**config.mk**
```make
export PLATFORM = sky130hd
export DESIGN_NAME = float_to_exact_decimal_digits
export DESIGN_NICKNAME = d
export VERILOG_FILES = /design/src/rtl/fed_pkg.sv /design/src/rtl/fed_dabble.sv /design/src/rtl/fed_frac_unit.sv /design/src/rtl/float_to_exact_decimal_digits.sv
export SDC_FILE = /design/constraint.sdc
export NUM_CORES = 2
export LEC_CHECK = 0
export BUFFER_PORTS_ARGS = -buffer_cell sky130_fd_sc_hd__clkbuf_2
export CELL_PAD_IN_SITES_DETAIL_PLACEMENT = 1
export CELL_PAD_IN_SITES_GLOBAL_PLACEMENT = 1
export CORE_AREA = 2 2 429 431
export DETAILED_ROUTE_END_ITERATION = 7
export DIE_AREA = 0 0 431 433
export PLACE_DENSITY = 0.56
export SKIP_LAST_GASP = 1
export SLEW_MARGIN = 20
export SYNTH_ARGS = -nofsm -noshare
export SYNTH_HDL_FRONTEND = slang
export SYNTH_HIERARCHICAL = 1
export SYNTH_SLANG_ARGS = --single-unit
```
**constraint.sdc**
```tcl
create_clock -name clk -period 24.2 [get_ports clk]
set_input_delay 4.84 -clock clk [delete_from_list [all_inputs] [get_ports clk]]
set_output_delay 4.84 -clock clk [all_outputs]
set_load 0.005 [all_outputs]
```
**src/rtl/fed_pkg.sv**
```systemverilog
// shared types and constants for the exact float to decimal digit block
`timescale 1ns / 1ps

package fed_pkg;

  // fixed-point layout of the placed value
  localparam int INT_BITS   = 128;
  localparam int FRAC_BITS  = 160;
  localparam int INT_DIGITS = 40;
  localparam int BCD_BITS   = 4 * INT_DIGITS;

  // widths of counters and result fields
  localparam int DIGIT_CNT_W = 6;
  localparam int DAB_STEP_W  = 7;
  localparam int COUNT_W     = 3;
  localparam int LZC_W       = 6;
  localparam int GROUP_BITS  = 16;
  localparam int PAYLOAD_W   = 23;

  // defaults for the top level parameters
  localparam int MAX_FRAC_DIGITS_DEF   = 50;
  localparam int DIGITS_PER_RESULT_DEF = 4;

  // result kinds
  typedef enum logic [1:0] {
    KIND_INT  = 2'd0,
    KIND_FRAC = 2'd1,
    KIND_INF  = 2'd2,
    KIND_NAN  = 2'd3
  } kind_t;

  // command and status of the binary to bcd converter
  typedef struct packed {
    logic                  start;
    logic [DAB_STEP_W-1:0] steps;
  } dab_cmd_t;

  typedef struct packed {
    logic                   busy;
    logic [DIGIT_CNT_W-1:0] total;
  } dab_stat_t;

  // command of the fraction times-ten unit
  typedef struct packed {
    logic load;
    logic step;
  } frac_cmd_t;

endpackage

```
**src/rtl/fed_dabble.sv**
```systemverilog
// shift-and-add-3 converter of the integer part, two bits per cycle
`timescale 1ns / 1ps

module fed_dabble (
  input  logic                            clk,
  input  logic                            rst,
  input  fed_pkg::dab_cmd_t               cmd,
  input  logic [fed_pkg::INT_BITS-1:0]    bin_init,
  output fed_pkg::dab_stat_t              stat,
  output logic [fed_pkg::BCD_BITS-1:0]    bcd
);

  logic [fed_pkg::INT_BITS-1:0]    bin;
  logic [fed_pkg::INT_DIGITS-1:0]  mask;
  logic [fed_pkg::DAB_STEP_W-1:0]  cnt;
  logic [fed_pkg::DIGIT_CNT_W-1:0] total;

  logic [fed_pkg::BCD_BITS-1:0]    bcd_half;
  logic [fed_pkg::BCD_BITS-1:0]    bcd_next;
  logic [fed_pkg::INT_DIGITS-1:0]  nz;
  logic [fed_pkg::INT_DIGITS-1:0]  mask_next;

  // one add-3 round over all digits, then shift in one bit
  function automatic logic [fed_pkg::BCD_BITS-1:0] dab_round(
    input logic [fed_pkg::BCD_BITS-1:0] v,
    input logic                         b
  );
    logic [fed_pkg::BCD_BITS-1:0] t;
    logic [3:0]                   nib;
    t = v;
    for (int k = 0; k < fed_pkg::INT_DIGITS; k++) begin
      nib = v[4*k +: 4];
      if (nib >= 4'd5) begin
        nib = nib + 4'd3;
      end
      t[4*k +: 4] = nib;
    end
    return {t[fed_pkg::BCD_BITS-2:0], b};
  endfunction

  // two bits per step; a step adds at most one decimal digit
  always_comb begin
    bcd_half = dab_round(bcd, bin[fed_pkg::INT_BITS-1]);
    bcd_next = dab_round(bcd_half, bin[fed_pkg::INT_BITS-2]);
    for (int k = 0; k < fed_pkg::INT_DIGITS; k++) begin
      nz[k] = |bcd_next[4*k +: 4];
    end
    mask_next = mask | ({mask[fed_pkg::INT_DIGITS-2:0], 1'b0} & nz);
  end

  always_ff @(posedge clk) begin
    if (rst) begin
      cnt   <= '0;
      total <= fed_pkg::DIGIT_CNT_W'(1);
      mask  <= fed_pkg::INT_DIGITS'(1);
    end else if (cmd.start) begin
      cnt   <= cmd.steps;
      total <= fed_pkg::DIGIT_CNT_W'(1);
      mask  <= fed_pkg::INT_DIGITS'(1);
    end else if (cnt != '0) begin
      cnt   <= cnt - 1'b1;
      mask  <= mask_next;
      if (|(mask_next & ~mask)) begin
        total <= total + 1'b1;
      end
    end
  end

  // datapath registers
  always_ff @(posedge clk) begin
    if (cmd.start) begin
      bin <= bin_init;
      bcd <= '0;
    end else if (cnt != '0) begin
      bin <= {bin[fed_pkg::INT_BITS-3:0], 2'b00};
      bcd <= bcd_next;
    end
  end

  assign stat.busy  = (cnt != '0);
  assign stat.total = total;

endmodule

```
**src/rtl/fed_frac_unit.sv**
```systemverilog
// fraction register with the shared times-ten adder, one digit per step
`timescale 1ns / 1ps

module fed_frac_unit (
  input  logic                          clk,
  input  fed_pkg::frac_cmd_t            cmd,
  input  logic [fed_pkg::FRAC_BITS-1:0] frac_init,
  output logic [3:0]                    digit
);

  logic [fed_pkg::FRAC_BITS-1:0] frac;
  logic [fed_pkg::FRAC_BITS+3:0] prod;

  // x*10 as x*8 + x*2; the bits above the fraction are the digit
  always_comb begin
    prod  = {1'b0, frac, 3'b000} + {3'b000, frac, 1'b0};
    digit = prod[fed_pkg::FRAC_BITS +: 4];
  end

  always_ff @(posedge clk) begin
    if (cmd.load) begin
      frac <= frac_init;
    end else if (cmd.step) begin
      frac <= prod[fed_pkg::FRAC_BITS-1:0];
    end
  end

endmodule

```
**src/rtl/float_to_exact_decimal_digits.sv**
```systemverilog
// top level: exact decimal digits of a binary32 magnitude, with sequencer
//
// channel  dir  tdata fields (low bit up)                          side
// s_*      in   float_bits[31:0] precision[39:32] lead_zero_valid[40] -
// m_*      out  digit_group[15:0] digit_count[18:16] nan_payload[41:19]
//               lead_zero_count[47:42]                        tuser=kind, tlast=last
//
// one item at a time; s_tready is high only while the sequencer is idle
// per item: setup, then converter steps of two integer bits each, an align step,
// one output per integer group, and one times-ten step per fraction digit
// (at most MAX_FRAC_DIGITS); the sequencer stalls when it has a result to load
// while the output register holds an untaken item; rst is synchronous and
// clears control state
`timescale 1ns / 1ps

module float_to_exact_decimal_digits #(
  parameter int MAX_FRAC_DIGITS   = fed_pkg::MAX_FRAC_DIGITS_DEF,
  parameter int DIGITS_PER_RESULT = fed_pkg::DIGITS_PER_RESULT_DEF
) (
  input  logic        clk,
  input  logic        rst,
  input  logic        s_tvalid,
  output logic        s_tready,
  input  logic [47:0] s_tdata,   // float_bits, precision, lead_zero_valid
  output logic        m_tvalid,
  input  logic        m_tready,
  output logic [47:0] m_tdata,   // digit_group, digit_count, nan_payload, lead_zero_count
  output logic [1:0]  m_tuser,   // kind
  output logic        m_tlast
);

  localparam int STEP_W = $clog2(MAX_FRAC_DIGITS + 1);
  localparam int GRP_BITS = 4 * DIGITS_PER_RESULT;
  localparam logic [fed_pkg::GROUP_BITS-1:0] GMASK =
    fed_pkg::GROUP_BITS'({fed_pkg::GROUP_BITS{1'b1}} << (fed_pkg::GROUP_BITS - GRP_BITS));
  localparam logic [fed_pkg::COUNT_W-1:0] P_CNT = fed_pkg::COUNT_W'(DIGITS_PER_RESULT);

  typedef enum logic [2:0] {
    S_IDLE,
    S_SETUP,
    S_CONV,
    S_INT,
    S_FRAC
  } state_t;

  state_t state;

  // latched input item
  logic [31:0] in_bits;
  logic [7:0]  in_prec;
  logic        in_lzv;

  // fraction loop state
  logic [7:0]                      prec_left;
  logic                            zv;
  logic [fed_pkg::LZC_W-1:0]       skip;
  logic [STEP_W-1:0]               step;
  logic [fed_pkg::GROUP_BITS-1:0]  grp;
  logic [fed_pkg::COUNT_W-1:0]     gcnt;

  // integer emission state
  logic [fed_pkg::BCD_BITS-1:0]    emit;
  logic [fed_pkg::DIGIT_CNT_W-1:0] rem;

  // unit connections
  fed_pkg::dab_cmd_t               dcmd;
  fed_pkg::dab_stat_t              dstat;
  fed_pkg::frac_cmd_t              fcmd;
  logic [fed_pkg::INT_BITS-1:0]    bin_init;
  logic [fed_pkg::BCD_BITS-1:0]    dab_bcd;
  logic [fed_pkg::FRAC_BITS-1:0]   frac_init;
  logic [3:0]                      fdigit;

  // setup decode
  logic [7:0]                      expf;
  logic [22:0]                     mant_f;
  logic [23:0]                     mant24;
  logic [8:0]                      sh;
  logic [8:0]                      nbits;
  logic                            int_nz;
  logic                            is_special;
  logic [287:0]                    placed;

  // emission and loop helpers
  logic                            out_free;
  logic                            out_load;
  logic [fed_pkg::DIGIT_CNT_W-1:0] align_dig;
  logic [fed_pkg::BCD_BITS-1:0]    aligned;
  logic [fed_pkg::COUNT_W-1:0]     int_cnt;
  logic                            int_fin;
  logic                            counted;
  logic                            ends;
  logic                            emit_now;
  logic                            fstep;
  logic [3:0]                      gshift;
  logic [fed_pkg::GROUP_BITS-1:0]  newgrp;
  logic [7:0]                      prec_next;
  logic [fed_pkg::LZC_W-1:0]       skip_next;

  // placement of the mantissa: lsb lands at bit exp - 23 + 160
  always_comb begin
    expf       = in_bits[30:23];
    mant_f     = in_bits[22:0];
    is_special = (expf == 8'hFF);
    if (expf == 8'd0) begin
      mant24 = {1'b0, mant_f};
      sh     = 9'd11;
    end else begin
      mant24 = {1'b1, mant_f};
      sh     = {1'b0, expf} + 9'd10;
    end
    int_nz = (sh > 9'd136);
    nbits  = sh - 9'd136;
    placed = {264'd0, mant24} << sh;
    frac_init = placed[fed_pkg::FRAC_BITS-1:0];
    // integer part left aligned to an even bit count
    if (nbits[0]) begin
      bin_init = {1'b0, mant24, 103'd0};
    end else begin
      bin_init = {mant24, 104'd0};
    end
    dcmd.start = (state == S_SETUP) && !is_special;
    dcmd.steps = int_nz ? fed_pkg::DAB_STEP_W'((nbits + 9'd1) >> 1) : '0;
  end

  // integer group selection
  always_comb begin
    out_free  = !m_tvalid || m_tready;
    align_dig = fed_pkg::DIGIT_CNT_W'(fed_pkg::INT_DIGITS) - dstat.total;
    aligned   = dab_bcd << {align_dig, 2'b00};
    int_cnt   = (rem < fed_pkg::DIGIT_CNT_W'(DIGITS_PER_RESULT)) ?
                fed_pkg::COUNT_W'(rem) : P_CNT;
    int_fin   = (rem <= fed_pkg::DIGIT_CNT_W'(DIGITS_PER_RESULT));
  end

  // one fraction digit
  always_comb begin
    counted   = (fdigit != 4'd0) || zv;
    ends      = (step == STEP_W'(MAX_FRAC_DIGITS - 1)) || (counted && prec_left == 8'd1);
    emit_now  = (gcnt == P_CNT - 1'b1) || ends;
    fstep     = (state == S_FRAC) && (!emit_now || out_free);
    gshift    = 4'd12 - {gcnt[1:0], 2'b00};
    newgrp    = grp | ({12'd0, fdigit} << gshift);
    prec_next = counted ? prec_left - 8'd1 : prec_left;
    skip_next = counted ? skip : skip + 1'b1;
    fcmd.load = (state == S_SETUP) && !is_special;
    fcmd.step = fstep;
  end

  // output register takes a new item this cycle
  assign out_load = ((state == S_SETUP) && is_special && out_free) ||
                    ((state == S_INT) && out_free) ||
                    (fstep && emit_now);

  fed_dabble u_dabble (
    .clk      (clk),
    .rst      (rst),
    .cmd      (dcmd),
    .bin_init (bin_init),
    .stat     (dstat),
    .bcd      (dab_bcd)
  );

  fed_frac_unit u_frac (
    .clk       (clk),
    .cmd       (fcmd),
    .frac_init (frac_init),
    .digit     (fdigit)
  );

  assign s_tready = (state == S_IDLE);

  // sequencer and output register
  always_ff @(posedge clk) begin
    if (rst) begin
      state     <= S_IDLE;
      m_tvalid  <= 1'b0;
      prec_left <= '0;
      zv        <= 1'b0;
      skip      <= '0;
      step      <= '0;
      gcnt      <= '0;
      rem       <= '0;
    end else begin
      if (out_load) begin
        m_tvalid <= 1'b1;
      end else if (m_tready) begin
        m_tvalid <= 1'b0;
      end
      unique case (state)
        S_IDLE: begin
          if (s_tvalid) begin
            in_bits <= s_tdata[31:0];
            in_prec <= s_tdata[39:32];
            in_lzv  <= s_tdata[40];
            state   <= S_SETUP;
          end
        end
        S_SETUP: begin
          if (is_special) begin
            if (out_free) begin
              m_tlast  <= 1'b1;
              if (mant_f == 23'd0) begin
                m_tuser <= fed_pkg::KIND_INF;
                m_tdata <= '0;
              end else begin
                m_tuser <= fed_pkg::KIND_NAN;
                m_tdata <= {6'd0, mant_f, 3'd0, 16'd0};
              end
              state <= S_IDLE;
            end
          end else begin
            prec_left <= in_prec;
            zv        <= in_lzv | int_nz;
            skip      <= '0;
            step      <= '0;
            grp       <= '0;
            gcnt      <= '0;
            state     <= S_CONV;
          end
        end
        S_CONV: begin
          if (!dstat.busy) begin
            emit  <= aligned;
            rem   <= dstat.total;
            state <= S_INT;
          end
        end
        S_INT: begin
          if (out_free) begin
            m_tuser  <= fed_pkg::KIND_INT;
            m_tlast  <= int_fin && (prec_left == 8'd0);
            m_tdata  <= {6'd0, 23'd0, int_cnt,
                         emit[fed_pkg::BCD_BITS-1 -: fed_pkg::GROUP_BITS] & GMASK};
            emit     <= emit << GRP_BITS;
            rem      <= rem - fed_pkg::DIGIT_CNT_W'(int_cnt);
            if (int_fin) begin
              state <= (prec_left == 8'd0) ? S_IDLE : S_FRAC;
            end
          end
        end
        S_FRAC: begin
          if (fstep) begin
            prec_left <= prec_next;
            zv        <= zv | counted;
            skip      <= skip_next;
            step      <= step + 1'b1;
            if (emit_now) begin
              m_tuser  <= fed_pkg::KIND_FRAC;
              m_tlast  <= ends;
              m_tdata  <= {ends ? skip_next : 6'd0, 23'd0, gcnt + 1'b1, newgrp};
              grp      <= '0;
              gcnt     <= '0;
            end else begin
              grp  <= newgrp;
              gcnt <= gcnt + 1'b1;
            end
            if (ends) begin
              state <= S_IDLE;
            end
          end
        end
        default: begin
          state <= S_IDLE;
        end
      endcase
    end
  end

  // an accepted item closes the input straight away
  a_one_item: assert property (@(posedge clk) disable iff (rst)
    (s_tvalid && s_tready) |=> !s_tready)
    else $error("input taken while an item is in work");

  // special results are single and carry no digits
  a_special: assert property (@(posedge clk) disable iff (rst)
    (m_tvalid && (m_tuser == fed_pkg::KIND_INF || m_tuser == fed_pkg::KIND_NAN))
      |-> (m_tlast && m_tdata[18:16] == 3'd0 && m_tdata[15:0] == 16'd0))
    else $error("special result with digits or without last");

  // digit results hold one to a full group of digits
  a_count: assert property (@(posedge clk) disable iff (rst)
    (m_tvalid && (m_tuser == fed_pkg::KIND_INT || m_tuser == fed_pkg::KIND_FRAC))
      |-> (m_tdata[18:16] != 3'd0 && m_tdata[18:16] <= P_CNT))
    else $error("digit count out of range");

  // the skipped zero count rides only on the final result
  a_lzc: assert property (@(posedge clk) disable iff (rst)
    (m_tvalid && !m_tlast) |-> (m_tdata[47:42] == 6'd0))
    else $error("leading zero count on a result that is not last");

endmodule

```
==> flow_metrics.env <==
export IMPL_core_area_um2=182000
export IMPL_drc_errors=0
export IMPL_hold_path_class="reg2reg"
export IMPL_maxSlewHeadroom_pct=15.4
export IMPL_vias_per_cell=5.90
export IMPL_synth_cell_types=120
export IMPL_fin_skew_ns=0.0400
export IMPL_dieArea_um2=187000
export IMPL_tightest_slew_ns=1.26
export IMPL_clockBufferDepth=3
export IMPL_cp_required_ns=24.58
export IMPL_synth_area_leaders="edfxtp_1, dfxtp_1, nand2_1"
export IMPL_slew_violations=0
export IMPL_grt_max_degree=176
export IMPL_yosysTopAreaCell="edfxtp_1"
export IMPL_fin_setup_tns_ns=0
export IMPL_ys_ff_latch=801
export IMPL_drive_above_1_share_pct=11.1
export IMPL_htree_levels=3
export IMPL_yosysMostFrequentCell="nand2_1"
export IMPL_drtAntennaViolNets=0
export IMPL_dp_hpwl_mm=191
export IMPL_syn_cell_area_um2=63300
export IMPL_wl_per_cell_um=25.9
export IMPL_timing_final_crit_share_pct=38.9
export IMPL_synth_seq_area_share_pct=34.1
export IMPL_critical_path_class="reg2reg"
export IMPL_num_io_pins=105
export IMPL_hold_buffers=0
export IMPL_num_vias=57959
export IMPL_fin_nets=7663
export IMPL_synth_edff_count=555
export IMPL_grt_ovfl_total=0
export IMPL_grtUsageTotal_pct=26.6
export IMPL_ys_top_cells_by_count="nand2_1, nor2_1, a21oi_1"
export IMPL_grt_setup_unrepaired="no"
export IMPL_fill_cells=21268
export IMPL_yosysWarningCount=6
export IMPL_grt_pass1_wl_mm=379
export IMPL_cts_resized_gates=0
export IMPL_dr_pass1_iters=5
export IMPL_cts_sinks=801
export IMPL_cts_clk_slew_worst_paths_ns=0.06
export IMPL_die_x_um=431
export IMPL_die_h_um=433
export IMPL_grt_pass1_vias=57480
export IMPL_routed_wl_mm=254
export IMPL_endpoint_kind="flip-flop"
export IMPL_synth_ff_type="edfxtp_1"
export IMPL_syn_to_final_growth_pct=10.4
export IMPL_start_util_pct=34.7
export IMPL_avgSynthCellArea_um2=8.55
export IMPL_antenna_found_initial=6
export IMPL_drtIter0Drc=4292
export IMPL_port_buffers=96
export IMPL_cts_root_buf="clkbuf_16"
export IMPL_startpoint_type="flip-flop"
export IMPL_fin_crit_ns=9.41
export IMPL_cts_buffers=102
export IMPL_setup_violations=0
export IMPL_synthCells=7399
export IMPL_clock_latency_ns=0.78
export IMPL_cts_tree="yes"
export IMPL_row_count=157
export IMPL_status="complete, no violations"
export IMPL_max_cap_violations=0
export IMPL_synthDominantCellAreaShare_pct=26.3
export IMPL_routabilityCongestion=0.972
export IMPL_post_cts_buffers=0
export IMPL_cp_max_fo=65
export IMPL_synthArstFlopShare_pct=0
export IMPL_timing_fmax_mhz=106
export IMPL_hold_viol=0
export IMPL_cp_arrival_ns=9.79
[cell type report]
class	count	area (µm²)	area share (%)
Antenna cell	5	12.5	0.0179
Clock buffer	122	2790	4.00
Clock inverter	71	845	1.21
Inverter	191	737	1.05
Multi-Input combinational cell	6068	39800	56.9
Sequential cell	801	21600	30.9
Tap cell	2385	2980	4.27
Timing Repair Buffer	175	1120	1.61
[kinds of logic (layout without fill, tap and decap cells)]
| group | count (synthesis) | count (layout) | share of synthesized area, % |
|---|---|---|---|
| buffers and inverters | 632 | 559 | 3.92 |
| multiplexers | 529 | 529 | 12.1 |
| AND/OR/NAND/NOR | 2709 | 2709 | 19.2 |
| other | 2 | 109 | 0.0119 |
| flip-flops | 801 | 801 | 34.1 |
| AO/OA/AOI/OAI | 2191 | 2191 | 21.6 |
| adder cells (fa/ha/maj) | 272 | 272 | 5.39 |
| XOR/XNOR | 263 | 263 | 3.64 |
[worst max-delay path, cell delays in order (launching register included)]
cell and delay [ns]:
edfxtp_1 0.41, ha_1 0.25, fa_1 0.44, nand3_1 0.15, a211oi_2 0.10, o31ai_1 0.43
a21oi_1 0.26, o21ai_1 0.74, a2111oi_2 0.29, nor3_2 0.52, o221a_2 0.34, o21bai_2 0.12
a31o_1 0.27, o41a_1 0.33, xor2_1 0.27, or4_1 0.53, o2111ai_1 0.37, a21oi_1 0.21
nor2_1 0.55, or2_4 0.81, buf_4 0.64, buf_4 0.82
[registers in the layout, indices dropped and copies added (netlist names), 3 cells and up]
| signal | flops |
|---|---|
| grp | 16 |
| state | 3 |
| in_prec | 8 |
| step | 6 |
| emit | 160 |
| skip | 6 |
| u_frac/frac | 160 |
| in_bits | 31 |
| u_dabble/cnt | 7 |
| gcnt | 3 |
| u_dabble/bcd | 160 |
| m_tdata | 48 |
| u_dabble/bin | 128 |
| rem | 6 |
| u_dabble/total | 6 |
| prec_left | 8 |
| u_dabble/mask | 39 |
[metal layers]
layer / global-route usage, % / part of all wire (%)
met5: 0 / 0
met4: 9.73 / 3.7
met3: 3.41 / 5.3
met2: 42.3 / 45
met1: 36.9 / 46
[metrics by stage]
step                std cells  instance area [µm²]  setup slack (ns)  hold WS, ns  util, %
finish                   9818                69900             14.79        0.481     38.4
global route             9813                69800             14.37        0.512     38.4
CTS                      9813                69800             14.82        0.475     38.3
detailed placement       9620                66200             14.91        0.462     36.4
global placement         9620                66200             14.98        0.449     36.3
floorplan                7501                63600             11.61        0.437        -
[cell usage in the layout, fill, tap and decap left out, drive strengths merged, types with 87 or more instances in the layout]
master  instances
a211oi        154
xnor2         166
inv           193
mux4          163
mux2          197
conb          104
a21oi         672
dfxtp         246
nor3          156
a21o           87
nand2        1116
ha            271
nor2          752
a31oi          91
xor2           97
edfxtp        555
nand2b        118
nand3         134
clkbuf        218
mux2i         169
o21ai         632
[path summary, 6_finish.rpt]
check / slack (ns) / from / cells past startpoint / to
worst max-delay path: 14.79 / u_frac/frac[0] / 21 / u_frac/frac[4]
worst min-delay path: 0.48 / u_dabble/mask[30] / 2 / u_dabble/mask[30]
worst max register to register: 14.79 / u_frac/frac[0] / 21 / u_frac/frac[4]
worst min register to register: 0.48 / u_dabble/mask[30] / 2 / u_dabble/mask[30]
Power is left out: the tool's default activity adds up to more than one toggle a clock period on the data nets, which glitch-free logic cannot reach.
